**src/hw/rtl/mva_pkg.sv**
```systemverilog
// Package for the MIDI voice allocator: beat types, command codes and constants.
`timescale 1ns / 1ps
package mva_pkg;

    localparam int NUM_VOICES_DEF             = 4;
    localparam int DECAY_TICKS_PER_UNIT_DEF   = 5;
    localparam int RELEASE_TICKS_PER_UNIT_DEF = 2;

    localparam int PERIOD_W = 20;

    localparam logic [3:0] ST_NOTE_OFF = 4'h8;
    localparam logic [3:0] ST_NOTE_ON  = 4'h9;
    localparam logic [3:0] ST_CONTROL  = 4'hB;
    localparam logic [3:0] ST_PITCH    = 4'hE;

    localparam logic [7:0] CC_VOLUME  = 8'h01;
    localparam logic [7:0] CC_REVERB  = 8'h14;
    localparam logic [7:0] CC_RELEASE = 8'h15;
    localparam logic [7:0] CC_DECAY   = 8'h16;
    localparam logic [7:0] CC_SUSTAIN = 8'h17;
    localparam logic [7:0] CC_MUTE    = 8'h30;
    localparam logic [7:0] MUTE_ON    = 8'h7F;

    localparam logic [7:0] VOLUME_RST  = 8'd64;
    localparam logic [7:0] VIBRATO_RST = 8'd64;
    localparam logic [7:0] SUSTAIN_RST = 8'd127;
    localparam logic [8:0] DECAY_RST   = 9'd1;

    localparam logic [15:0] TIMER_MAX = 16'hFFFF;

    typedef enum logic [2:0] {
        OP_NONE,
        OP_TICK,
        OP_ON,
        OP_OFF,
        OP_MUTE
    } t_op;

    typedef struct packed {
        logic       mode;
        logic [7:0] status_byte;
        logic [7:0] data_one;
        logic [7:0] data_two;
    } t_in;

    typedef struct packed {
        logic [15:0] voice_zero;
        logic [15:0] voice_one;
        logic [15:0] voice_two;
        logic [15:0] voice_three;
        logic [7:0]  master_level;
        logic [7:0]  reverb_out;
        logic [7:0]  vibrato_out;
    } t_out;

    typedef struct packed {
        t_op                 op;
        logic [7:0]          note;
        logic [7:0]          vel;
        logic                rel_nz;
        logic                any_rel;
        logic [PERIOD_W-1:0] rel_period;
        logic [PERIOD_W-1:0] dec_period;
        logic [7:0]          sustain;
    } t_cell_ctl;

    typedef struct packed {
        logic rel_hit;
        logic idle_hit;
        logic off_hit;
    } t_chain;

endpackage

```
**src/hw/rtl/mva_cell.sv**
```systemverilog
// One voice cell: holds a voice word, its flags and its timer, and passes search tokens on.
`timescale 1ns / 1ps
module mva_cell (
    input  logic               i_clk,
    input  logic               i_rst_n,
    input  mva_pkg::t_cell_ctl i_ctl,
    input  mva_pkg::t_chain    i_chain,
    output mva_pkg::t_chain    o_chain,
    output logic [15:0]        o_word
);
    import mva_pkg::*;

    logic [15:0] r_word, n_word;
    logic        r_act, n_act;
    logic        r_rel, n_rel;
    logic [15:0] r_elapsed, n_elapsed;

    logic rel_match, idle_match, off_match;

    assign rel_match  = r_rel && (r_word[15:8] == i_ctl.note);
    assign idle_match = !r_act;
    assign off_match  = (r_word[15:8] == i_ctl.note);

    assign o_chain.rel_hit  = i_chain.rel_hit  | rel_match;
    assign o_chain.idle_hit = i_chain.idle_hit | idle_match;
    assign o_chain.off_hit  = i_chain.off_hit  | off_match;
    assign o_word = r_word;

    always_comb begin
        n_word    = r_word;
        n_act     = r_act;
        n_rel     = r_rel;
        n_elapsed = r_elapsed;
        unique case (i_ctl.op)
            OP_TICK: begin
                if (r_elapsed != TIMER_MAX) begin
                    n_elapsed = r_elapsed + 16'd1;
                end
                if (r_rel && ({{(PERIOD_W-16){1'b0}}, n_elapsed} >= i_ctl.rel_period)) begin
                    n_elapsed = '0;
                    if (n_word[7:0] != 8'd0) begin
                        n_word = n_word - 16'd1;
                    end else begin
                        n_word = '0;
                        n_act  = 1'b0;
                        n_rel  = 1'b0;
                    end
                end
                if (n_act && ({{(PERIOD_W-16){1'b0}}, n_elapsed} >= i_ctl.dec_period)) begin
                    n_elapsed = '0;
                    if (n_word[7:0] > i_ctl.sustain) begin
                        n_word = n_word - 16'd1;
                    end else if (n_word[7:0] == 8'd0) begin
                        n_word = '0;
                        n_act  = 1'b0;
                    end
                end
            end
            OP_ON: begin
                if (rel_match && !i_chain.rel_hit) begin
                    n_rel     = 1'b0;
                    n_act     = 1'b1;
                    n_word    = {i_ctl.note, i_ctl.vel};
                    n_elapsed = '0;
                end else if (!i_ctl.any_rel && idle_match && !i_chain.idle_hit) begin
                    n_act     = 1'b1;
                    n_word    = {i_ctl.note, i_ctl.vel};
                    n_elapsed = '0;
                end
            end
            OP_OFF: begin
                if (off_match && !i_chain.off_hit) begin
                    if (i_ctl.rel_nz) begin
                        n_rel     = 1'b1;
                        n_elapsed = '0;
                    end else begin
                        n_word = '0;
                        n_act  = 1'b0;
                    end
                end
            end
            OP_MUTE: begin
                n_word = '0;
                n_act  = 1'b0;
            end
            default: begin
            end
        endcase
    end

    always_ff @(posedge i_clk) begin
        if (!i_rst_n) begin
            r_word    <= '0;
            r_act     <= 1'b0;
            r_rel     <= 1'b0;
            r_elapsed <= '0;
        end else begin
            r_word    <= n_word;
            r_act     <= n_act;
            r_rel     <= n_rel;
            r_elapsed <= n_elapsed;
        end
    end

endmodule

```
**src/hw/rtl/midi_voice_allocator_envelope_top.sv**
```systemverilog
// Top level of the MIDI voice allocator with release and decay envelopes.
`timescale 1ns / 1ps
// Each beat is a MIDI message or a 0.1 ms tick. A beat is taken when start is high and busy
// is low; busy then stays high for one cycle while the row of voice cells updates, and the
// result is shown on o_result with o_strobe high in the cycle after that. A new beat can be
// taken as soon as busy falls, in the cycle in which the last result is shown. The delay
// is set by the input register followed by the update of the cell row, in which the voice
// search tokens ripple from cell to cell. The receiver cannot stall the block: o_strobe
// marks each result for exactly one cycle.
module midi_voice_allocator_envelope_top #(
    parameter int NUM_VOICES             = mva_pkg::NUM_VOICES_DEF,
    parameter int DECAY_TICKS_PER_UNIT   = mva_pkg::DECAY_TICKS_PER_UNIT_DEF,
    parameter int RELEASE_TICKS_PER_UNIT = mva_pkg::RELEASE_TICKS_PER_UNIT_DEF
) (
    input  logic          i_clk,
    input  logic          i_rst_n,
    input  logic          start,
    output logic          busy,
    input  mva_pkg::t_in  i_item,
    output logic          o_strobe,
    output mva_pkg::t_out o_result
);
    import mva_pkg::*;

    logic        r_go;
    t_in         r_cmd;
    logic        r_strobe;
    logic [7:0]  r_volume;
    logic [7:0]  r_reverb;
    logic [7:0]  r_vibrato;
    logic [7:0]  r_release;
    logic [8:0]  r_decay;
    logic [7:0]  r_sustain;
    logic        r_skip;
    logic        r_mute;
    logic [PERIOD_W-1:0] r_rel_period;
    logic [PERIOD_W-1:0] r_dec_period;

    t_op         op;
    t_cell_ctl   ctl;
    t_chain      chain [NUM_VOICES+1];
    logic [15:0] words [NUM_VOICES];
    logic [15:0] shown [4];
    logic [3:0]  nib;

    assign nib  = r_cmd.status_byte[7:4];
    assign busy = r_go;
    assign o_strobe = r_strobe;

    always_comb begin
        op = OP_NONE;
        if (r_go) begin
            if (r_cmd.mode) begin
                op = OP_TICK;
            end else if (nib == ST_NOTE_ON) begin
                if (!r_skip && !r_mute) begin
                    op = OP_ON;
                end
            end else if (nib == ST_NOTE_OFF) begin
                op = OP_OFF;
            end else if (nib == ST_CONTROL && r_cmd.data_one == CC_MUTE
                         && r_cmd.data_two == MUTE_ON) begin
                op = OP_MUTE;
            end
        end
    end

    assign ctl.op         = op;
    assign ctl.note       = r_cmd.data_one;
    assign ctl.vel        = r_cmd.data_two;
    assign ctl.rel_nz     = (r_release != 8'd0);
    assign ctl.any_rel    = chain[NUM_VOICES].rel_hit;
    assign ctl.rel_period = r_rel_period;
    assign ctl.dec_period = r_dec_period;
    assign ctl.sustain    = r_sustain;

    assign chain[0] = '0;

    for (genvar v = 0; v < NUM_VOICES; v++) begin : g_cell
        mva_cell u_cell (
            .i_clk   (i_clk),
            .i_rst_n (i_rst_n),
            .i_ctl   (ctl),
            .i_chain (chain[v]),
            .o_chain (chain[v+1]),
            .o_word  (words[v])
        );
    end

    for (genvar k = 0; k < 4; k++) begin : g_show
        if (k < NUM_VOICES) begin : g_on
            assign shown[k] = words[k];
        end else begin : g_off
            assign shown[k] = '0;
        end
    end

    assign o_result.voice_zero   = shown[0];
    assign o_result.voice_one    = shown[1];
    assign o_result.voice_two    = shown[2];
    assign o_result.voice_three  = shown[3];
    assign o_result.master_level = r_volume;
    assign o_result.reverb_out   = r_reverb;
    assign o_result.vibrato_out  = r_vibrato;

    always_ff @(posedge i_clk) begin
        r_rel_period <= PERIOD_W'(r_release) * PERIOD_W'(RELEASE_TICKS_PER_UNIT);
        r_dec_period <= PERIOD_W'(r_decay) * PERIOD_W'(DECAY_TICKS_PER_UNIT);
        if (start && !r_go) begin
            r_cmd <= i_item;
        end
    end

    always_ff @(posedge i_clk) begin
        if (!i_rst_n) begin
            r_go      <= 1'b0;
            r_strobe  <= 1'b0;
            r_volume  <= VOLUME_RST;
            r_reverb  <= '0;
            r_vibrato <= VIBRATO_RST;
            r_release <= '0;
            r_decay   <= DECAY_RST;
            r_sustain <= SUSTAIN_RST;
            r_skip    <= 1'b1;
            r_mute    <= 1'b0;
        end else begin
            r_go     <= start && !r_go;
            r_strobe <= r_go;
            if (r_go && !r_cmd.mode) begin
                if (nib == ST_NOTE_ON && r_skip) begin
                    r_skip <= 1'b0;
                end
                if (nib == ST_PITCH) begin
                    r_vibrato <= r_cmd.data_two;
                end
                if (nib == ST_CONTROL) begin
                    unique case (r_cmd.data_one)
                        CC_VOLUME:  r_volume  <= r_cmd.data_two;
                        CC_REVERB:  r_reverb  <= r_cmd.data_two;
                        CC_RELEASE: r_release <= r_cmd.data_two;
                        CC_DECAY:   r_decay   <= {1'b0, r_cmd.data_two} + 9'd1;
                        CC_SUSTAIN: r_sustain <= r_cmd.data_two;
                        CC_MUTE:    r_mute    <= (r_cmd.data_two == MUTE_ON);
                        default: begin
                        end
                    endcase
                end
            end
        end
    end

endmodule

```
**config.mk**
```make
export PLATFORM = sky130hd
export DESIGN_NAME = midi_voice_allocator_envelope_top
export DESIGN_NICKNAME = d
export VERILOG_FILES = /design/src/hw/rtl/mva_pkg.sv /design/src/hw/rtl/mva_cell.sv /design/src/hw/rtl/midi_voice_allocator_envelope_top.sv
export SDC_FILE = /design/constraint.sdc
export NUM_CORES = 1
export LEC_CHECK = 0
export ABC_CLOCK_PERIOD_IN_PS = 8300
export BUFFER_PORTS_ARGS = -buffer_cell sky130_fd_sc_hd__buf_2
export CORE_ASPECT_RATIO = 0.75
export CORE_MARGIN = 2
export CORE_UTILIZATION = 53
export DETAILED_ROUTE_END_ITERATION = 10
export PLACE_DENSITY_LB_ADDON = 0.12
export SETUP_SLACK_MARGIN = 0.4
export SYNTH_ARGS = -nofsm -noshare
export SYNTH_HDL_FRONTEND = slang
export SYNTH_HIERARCHICAL = 1
export SYNTH_SLANG_ARGS = --single-unit
```
**constraint.sdc**
```tcl
create_clock -name i_clk -period 8.3 [get_ports i_clk]
set_input_delay 0.415 -clock i_clk [delete_from_list [all_inputs] [get_ports i_clk]]
set_output_delay 0.415 -clock i_clk [all_outputs]
set_load 0.1 [all_outputs]
```
==> results of run 1 <==
flip-flops by register name, summed over array words and instances, names as in the netlist, 8 cells and up:
register and cells:
r_reverb 8, r_vibrato 8, r_volume 8, g_cell.u_cell/o_word 64, g_cell.u_cell/r_elapsed 64, ctl 16, r_release 8, r_dec_period 12
r_decay 9, r_rel_period 8, r_sustain 8
worst reg2reg max path, cell delays in order (launching register included):
cell      delay (ns)
dfxtp_1         0.42
ha_1            0.23
and2_1          0.22
nand4_1         0.21
nor3_1          0.52
nor2_1          0.23
and3_1          0.26
xnor2_1         0.22
inv_1           0.09
ha_1            0.30
nand2_1         0.05
or3_1           0.35
o221ai_2        0.28
a211o_2         0.39
nand3_1         0.22
o31ai_1         0.78
ha_1            0.25
nand3_1         0.10
o2111a_1        0.25
a211oi_1        0.79
and3_1          0.58
and3_1          0.39
a311oi_1        0.14
o221a_1         0.24
cell type report:
cell class | instances | area share (%)
sequential | 230 | 21.02
multi-input combinational | 2207 | 64.18
inverter | 226 | 3.703
timing repair buffer | 155 | 3.911
tap | 512 | 2.796
clock inverter | 21 | 1.365
clock buffer | 29 | 3.026
worst min-delay path by stage:
stage	startpoint	endpoint	slack, ns	cells after the start
finish	i_item[8]	ctl[58]	0.01	1
global route	i_item[12]	ctl[62]	0.00009	1
CTS	i_item[12]	ctl[62]	0.0005	1
detailed placement	r_decay[0]	r_dec_period[0]	0.36	0
global placement	r_release[0]	r_rel_period[1]	0.36	0
floorplan	r_decay[0]	r_dec_period[0]	0.35	0
metal layers:
metal | vias to the layer above | track usage [%]
met5 | - | 0
met4 | 0 | 10.26
met3 | 132 | 5.744
met2 | 965 | 47.97
met1 | 9916 | 46.70
li1 | 9986 | -
stage by stage:
step           hold slack, ns  cells  instance area, um^2  worst slack (ns)  util, %
6_report              0.01244   3380                22910            0.6981    59.78
5_1_grt            0.00008671   3380                22910            0.4553    59.78
4_1_cts             0.0005446   3373                22820            0.5333    59.56
3_5_place_dp           0.3632   3323                21820            0.5735    56.93
3_3_place_gp           0.3586   3323                21820            0.7458    56.93
2_1_floorplan          0.3490   2795                20910             2.220        -
power by group through the flow:
stage / clock network, W / registers [W] / logic (W)
2_1_floorplan: 0 / 0.00131 / 0.000354
3_3_place_gp: 0 / 0.00122 / 0.000581
3_5_place_dp: 0 / 0.00122 / 0.000592
4_1_cts: 0.00139 / 0.00119 / 0.000594
5_1_grt: 0.00144 / 0.00120 / 0.000658
6_report: 0.00137 / 0.00119 / 0.000612
repair_timing:
action                                  in CTS  in global routing
endpoints found under the setup margin       0                 36
resized for setup                            0                  4
buffers inserted                             0                  7
==> results.ini, run 1 <==
[outcome]
status=finished, final reports clean

[global_routing]
grt_max_degree=75
antenna_found_initial=0
overflow=0
track_usage_pct=32.15
grt_pass1_wl_um=105300
grt_pass1_vias=19330

[final_layout]
diodes=0
register_area_um2=4815
multi_input_comb_area_um2=14700
layout_commonest_cell=nand2_1
drive_above_1_share_pct=10.91
n_fill_cell=3557
layout_common_cells=260 x nand2_1, 225 x inv_1, 218 x nor2_1
nets=3065
syn2layout_area_growth_pct=11.30

[placement]
port_buffers=113
gp_congestion=0.9480
dpl.hpwl_um=49250

[floorplanning]
core-area_um2=38320
ioPinCount=118
die_w_um=231.6
die_y_um=174.7
rows=62
start_util_pct=53.71
dieArea_um2=40440

[critical_path]
critPathKind=register to register
cp_top_family=simple AND/OR/NAND/NOR gates
cp.depth=23
start_kind=register
reg2reg_depth=23
crit_path_end_kind=register
critical_path.max_fanout=14
reg2reg_to=g_cell[2].u_cell/o_word[11]
path_cells=ha_1, and2_1, nand4_1, nor3_1, nor2_1, and3_1, xnor2_1, inv_1, ha_1, nand2_1, or3_1, o221ai_2, a211o_2, nand3_1, o31ai_1, ha_1, nand3_1, o2111a_1, a211oi_1, and3_1, and3_1, a311oi_1, o221a_1
r2r_setup_slack_ns=0.70
cp_slowest_stage_delay_ns=0.79
worstSetupEndpoint=g_cell[2].u_cell/o_word[11]
required_ns=8.77
cp-startpoint=g_cell[2].u_cell/r_elapsed[0]
crit_arrival_ns=8.07
slowest_stage=a211oi_1
path_buf_inv=1
r2r-start=g_cell[2].u_cell/r_elapsed[0]

[sta]
maxSlewHeadroom_pct=23.08
drv_slew=0
skew_ns=0.02970
hold_viol=0
max_freq_mhz=131.5
tightest_slew_ns=1.142
min_period_ns=7.602
setup_tns_ns=0
rsz0062_at_grt=no
setup_viol=0
period_share_pct=91.59

[clocking]
cts.sinks=230
cts_tree=done
cts_htree_levels=1
cts_root_buffer=clkbuf_16
clk_latency_ns=0.58
cts_buffers=27
clk_pin_slew_ns=0.06
ctsHoldBuffers=0
cts_buffer_depth=3

[detailed_routing]
drt_iter0_markers=1908
route.detailed.drc=0
wl_met1_um=30410
met3_length_um=6505
met2_length_um=28160
routed.top_layer=met4
ant_nets=0
vias=21000
dr.pass1.iters=6
routed_wirelength_um=67090
via_per_inst=6.213
wl_per_cell_um=19.85

[pwr]
p_leak_nw=10.11
comb_power_share_pct=19.2
p_seq_share_pct=37.5
p_sw_w=0.001038
power.internal_w=0.002144
ir_worst_vdd_uv=160.1
total_power_w=0.003182
sw_frac_of_total_pct=32.62
clock_power_share_pct=43.2
power_density_nw_per_um2=138.9

[synthesis]
yosysWarnings=6
syn-instance-count=2709
syn_avg_cell_area_um2=7.598
synth_area_um2=20580

[job]
cap_violations=0

[worst_hold_path]
min_path_type=input pin to register

(Power assumes the default switching activity.)
==> inputs of run 2 (changes only) <==
--- a/config.mk
+++ b/config.mk
@@ -7,11 +7,13 @@
 export LEC_CHECK = 0
 export ABC_CLOCK_PERIOD_IN_PS = 8300
 export BUFFER_PORTS_ARGS = -buffer_cell sky130_fd_sc_hd__buf_2
+export CAP_MARGIN = 20
 export CORE_ASPECT_RATIO = 0.75
 export CORE_MARGIN = 2
 export CORE_UTILIZATION = 53
 export DETAILED_ROUTE_END_ITERATION = 10
 export PLACE_DENSITY_LB_ADDON = 0.12
+export RECOVER_POWER = 100
 export SETUP_SLACK_MARGIN = 0.4
 export SYNTH_ARGS = -nofsm -noshare
 export SYNTH_HDL_FRONTEND = slang
==> results.ini, run 2 (same netlist as run 1, synthesis figures left out) <==
[sta]
rsz0062_at_grt=no
hold-worst-slack_ns=0.01144
hold_viol=0
setup_tns_ns=0
period_share_pct=92.39
setup_viol=0
skew_ns=0.02852
min_period_ns=7.669
drv_slew=73
max_freq_mhz=130.4
tightest_slew_ns=3.053
maxSlewHeadroom_pct=-103.6

[floorplanning]
dieArea_um2=40440
start_util_pct=53.71
core-area_um2=38320
rows=62
die_y_um=174.7
die_w_um=231.6
ioPinCount=118

[final_layout]
layout_commonest_cell=nand2_1
diodes=0
layout_common_cells=260 x nand2_1, 225 x inv_1, 220 x nor2_1
nets=3066
syn2layout_area_growth_pct=10.19
drive_above_1_share_pct=7.250
design_area_um2=22680

[critical_path]
r2r_setup_slack_ns=0.63
reg2reg_to=g_cell[3].u_cell/r_elapsed[0]
reg2reg_depth=28
start_kind=register
cp_slowest_stage_delay_ns=0.86
crit_top_cell=a21oi_1
crit_arrival_ns=8.15
required_ns=8.78
critical_path.max_fanout=16
crit_path_end_kind=register
path_buf_inv=4
critPathKind=register to register
slowest_stage=a21oi_1
cp_top_family=simple AND/OR/NAND/NOR gates
r2r-start=g_cell[3].u_cell/r_elapsed[3]
cp-startpoint=g_cell[3].u_cell/r_elapsed[3]

[placement]
post_dp_cell_area_um2=21820
dpl.hpwl_um=49250
port_buffers=113
gp_congestion=0.9480

[job]
cap_violations=1

[clocking]
cts_buffer_depth=3
cts_tree=done
clk_latency_ns=0.58
cts_htree_levels=1
cts.sinks=230
cts_buffers=27
clk_pin_slew_ns=0.06
cts_root_buffer=clkbuf_16

[pwr]
power_density_nw_per_um2=140.0
sw_frac_of_total_pct=32.63
ir_worst_vdd_uv=160.4
p_seq_share_pct=37.6
p_leak_nw=9.645
total_power_w=0.003175
clock_power_share_pct=43.3
p_sw_w=0.001036
power.internal_w=0.002139
comb_power_share_pct=19.1

[outcome]
status=finished with violations
violations=capacitance limit, slew limit

[global_routing]
grt_pass1_vias=19330
track_usage_pct=32.15
grt_max_degree=75
grt_pass1_wl_um=105300
antenna_found_initial=0
overflow=0

[worst_hold_path]
min_path_type=input pin to register
worstHoldEndpoint=ctl[58]
min_from=i_item[8]
hold_path_depth=1

[detailed_routing]
drt_iter0_markers=1970
vias=21070
ant_nets=0
dr.pass1.iters=6
via_per_inst=6.232
routed_wirelength_um=67100
route.detailed.drc=0
wl_per_cell_um=19.85

==> run 2: worst max path at each step <==
stage	to	slack, ns	depth (start not counted)
CTS	g_cell[3].u_cell/r_elapsed[0]	0.53	25
global placement	g_cell[3].u_cell/r_elapsed[0]	0.75	25
finish	g_cell[3].u_cell/r_elapsed[0]	0.63	28
floorplan	g_cell[0].u_cell/o_word[6]	2.22	29
detailed placement	g_cell[3].u_cell/r_elapsed[0]	0.57	25
global route	g_cell[1].u_cell/r_elapsed[3]	0.20	23
==> run 2: area by class of cell <==
type                       count  area [um^2]
multi-input combinational   2207        14600
sequential                   230         4815
tap                          512        640.6
fill                        3624        15640
clock buffer                  29        693.2
inverter                     226        848.3
timing repair buffer         156        768.2
clock inverter                21        312.8
==> run 2: power groups by stage <==
stage / Sequential [W] / Clock [W] / Combinational [W]
final: 0.00120 / 0.00137 / 0.000606
after global routing: 0.00120 / 0.00144 / 0.000651
after CTS: 0.00119 / 0.00139 / 0.000594
after detailed placement: 0.00122 / 0 / 0.000592
after global placement: 0.00122 / 0 / 0.000581
after floorplan: 0.00131 / 0 / 0.000354
==> run 2: worst register-to-register path, delay by kind of cell (launching register included) <==
kind,cells,cell delay [ns]
AO/OA/AOI/OAI,11,2.76
XOR/XNOR,1,0.29
adder cells (fa/ha/maj),2,0.56
buffers and inverters,4,0.73
flip-flops,1,0.43
AND/OR/NAND/NOR,10,2.81
==> run 2: stage by stage <==
step / cells / setup slack [ns] / utilization, %
6_report: 3381 / 0.6314 / 59.18
5_1_grt: 3381 / 0.1955 / 59.18
4_1_cts: 3373 / 0.5333 / 59.56
3_5_place_dp: 3323 / 0.5735 / 56.93
3_3_place_gp: 3323 / 0.7458 / 56.93
2_1_floorplan: 2795 / 2.220 / -
==> run 2: timing repair <==
item	4_1_cts	5_1_grt
hold buffers	0	0
setup buffers	0	7
resized for setup	0	4
setup endpoints to repair	0	36
==> run 2: per-layer routing <==
metal	GRT usage, %	vias to the layer above	wire [um]	part of all wire (%)
li1	-	9994	-	-
met1	46.70	9966	30550	46
met2	47.97	956	27980	42
met3	5.744	156	6293	9.4
met4	10.26	0	2274	3.4
met5	0	-	0	0
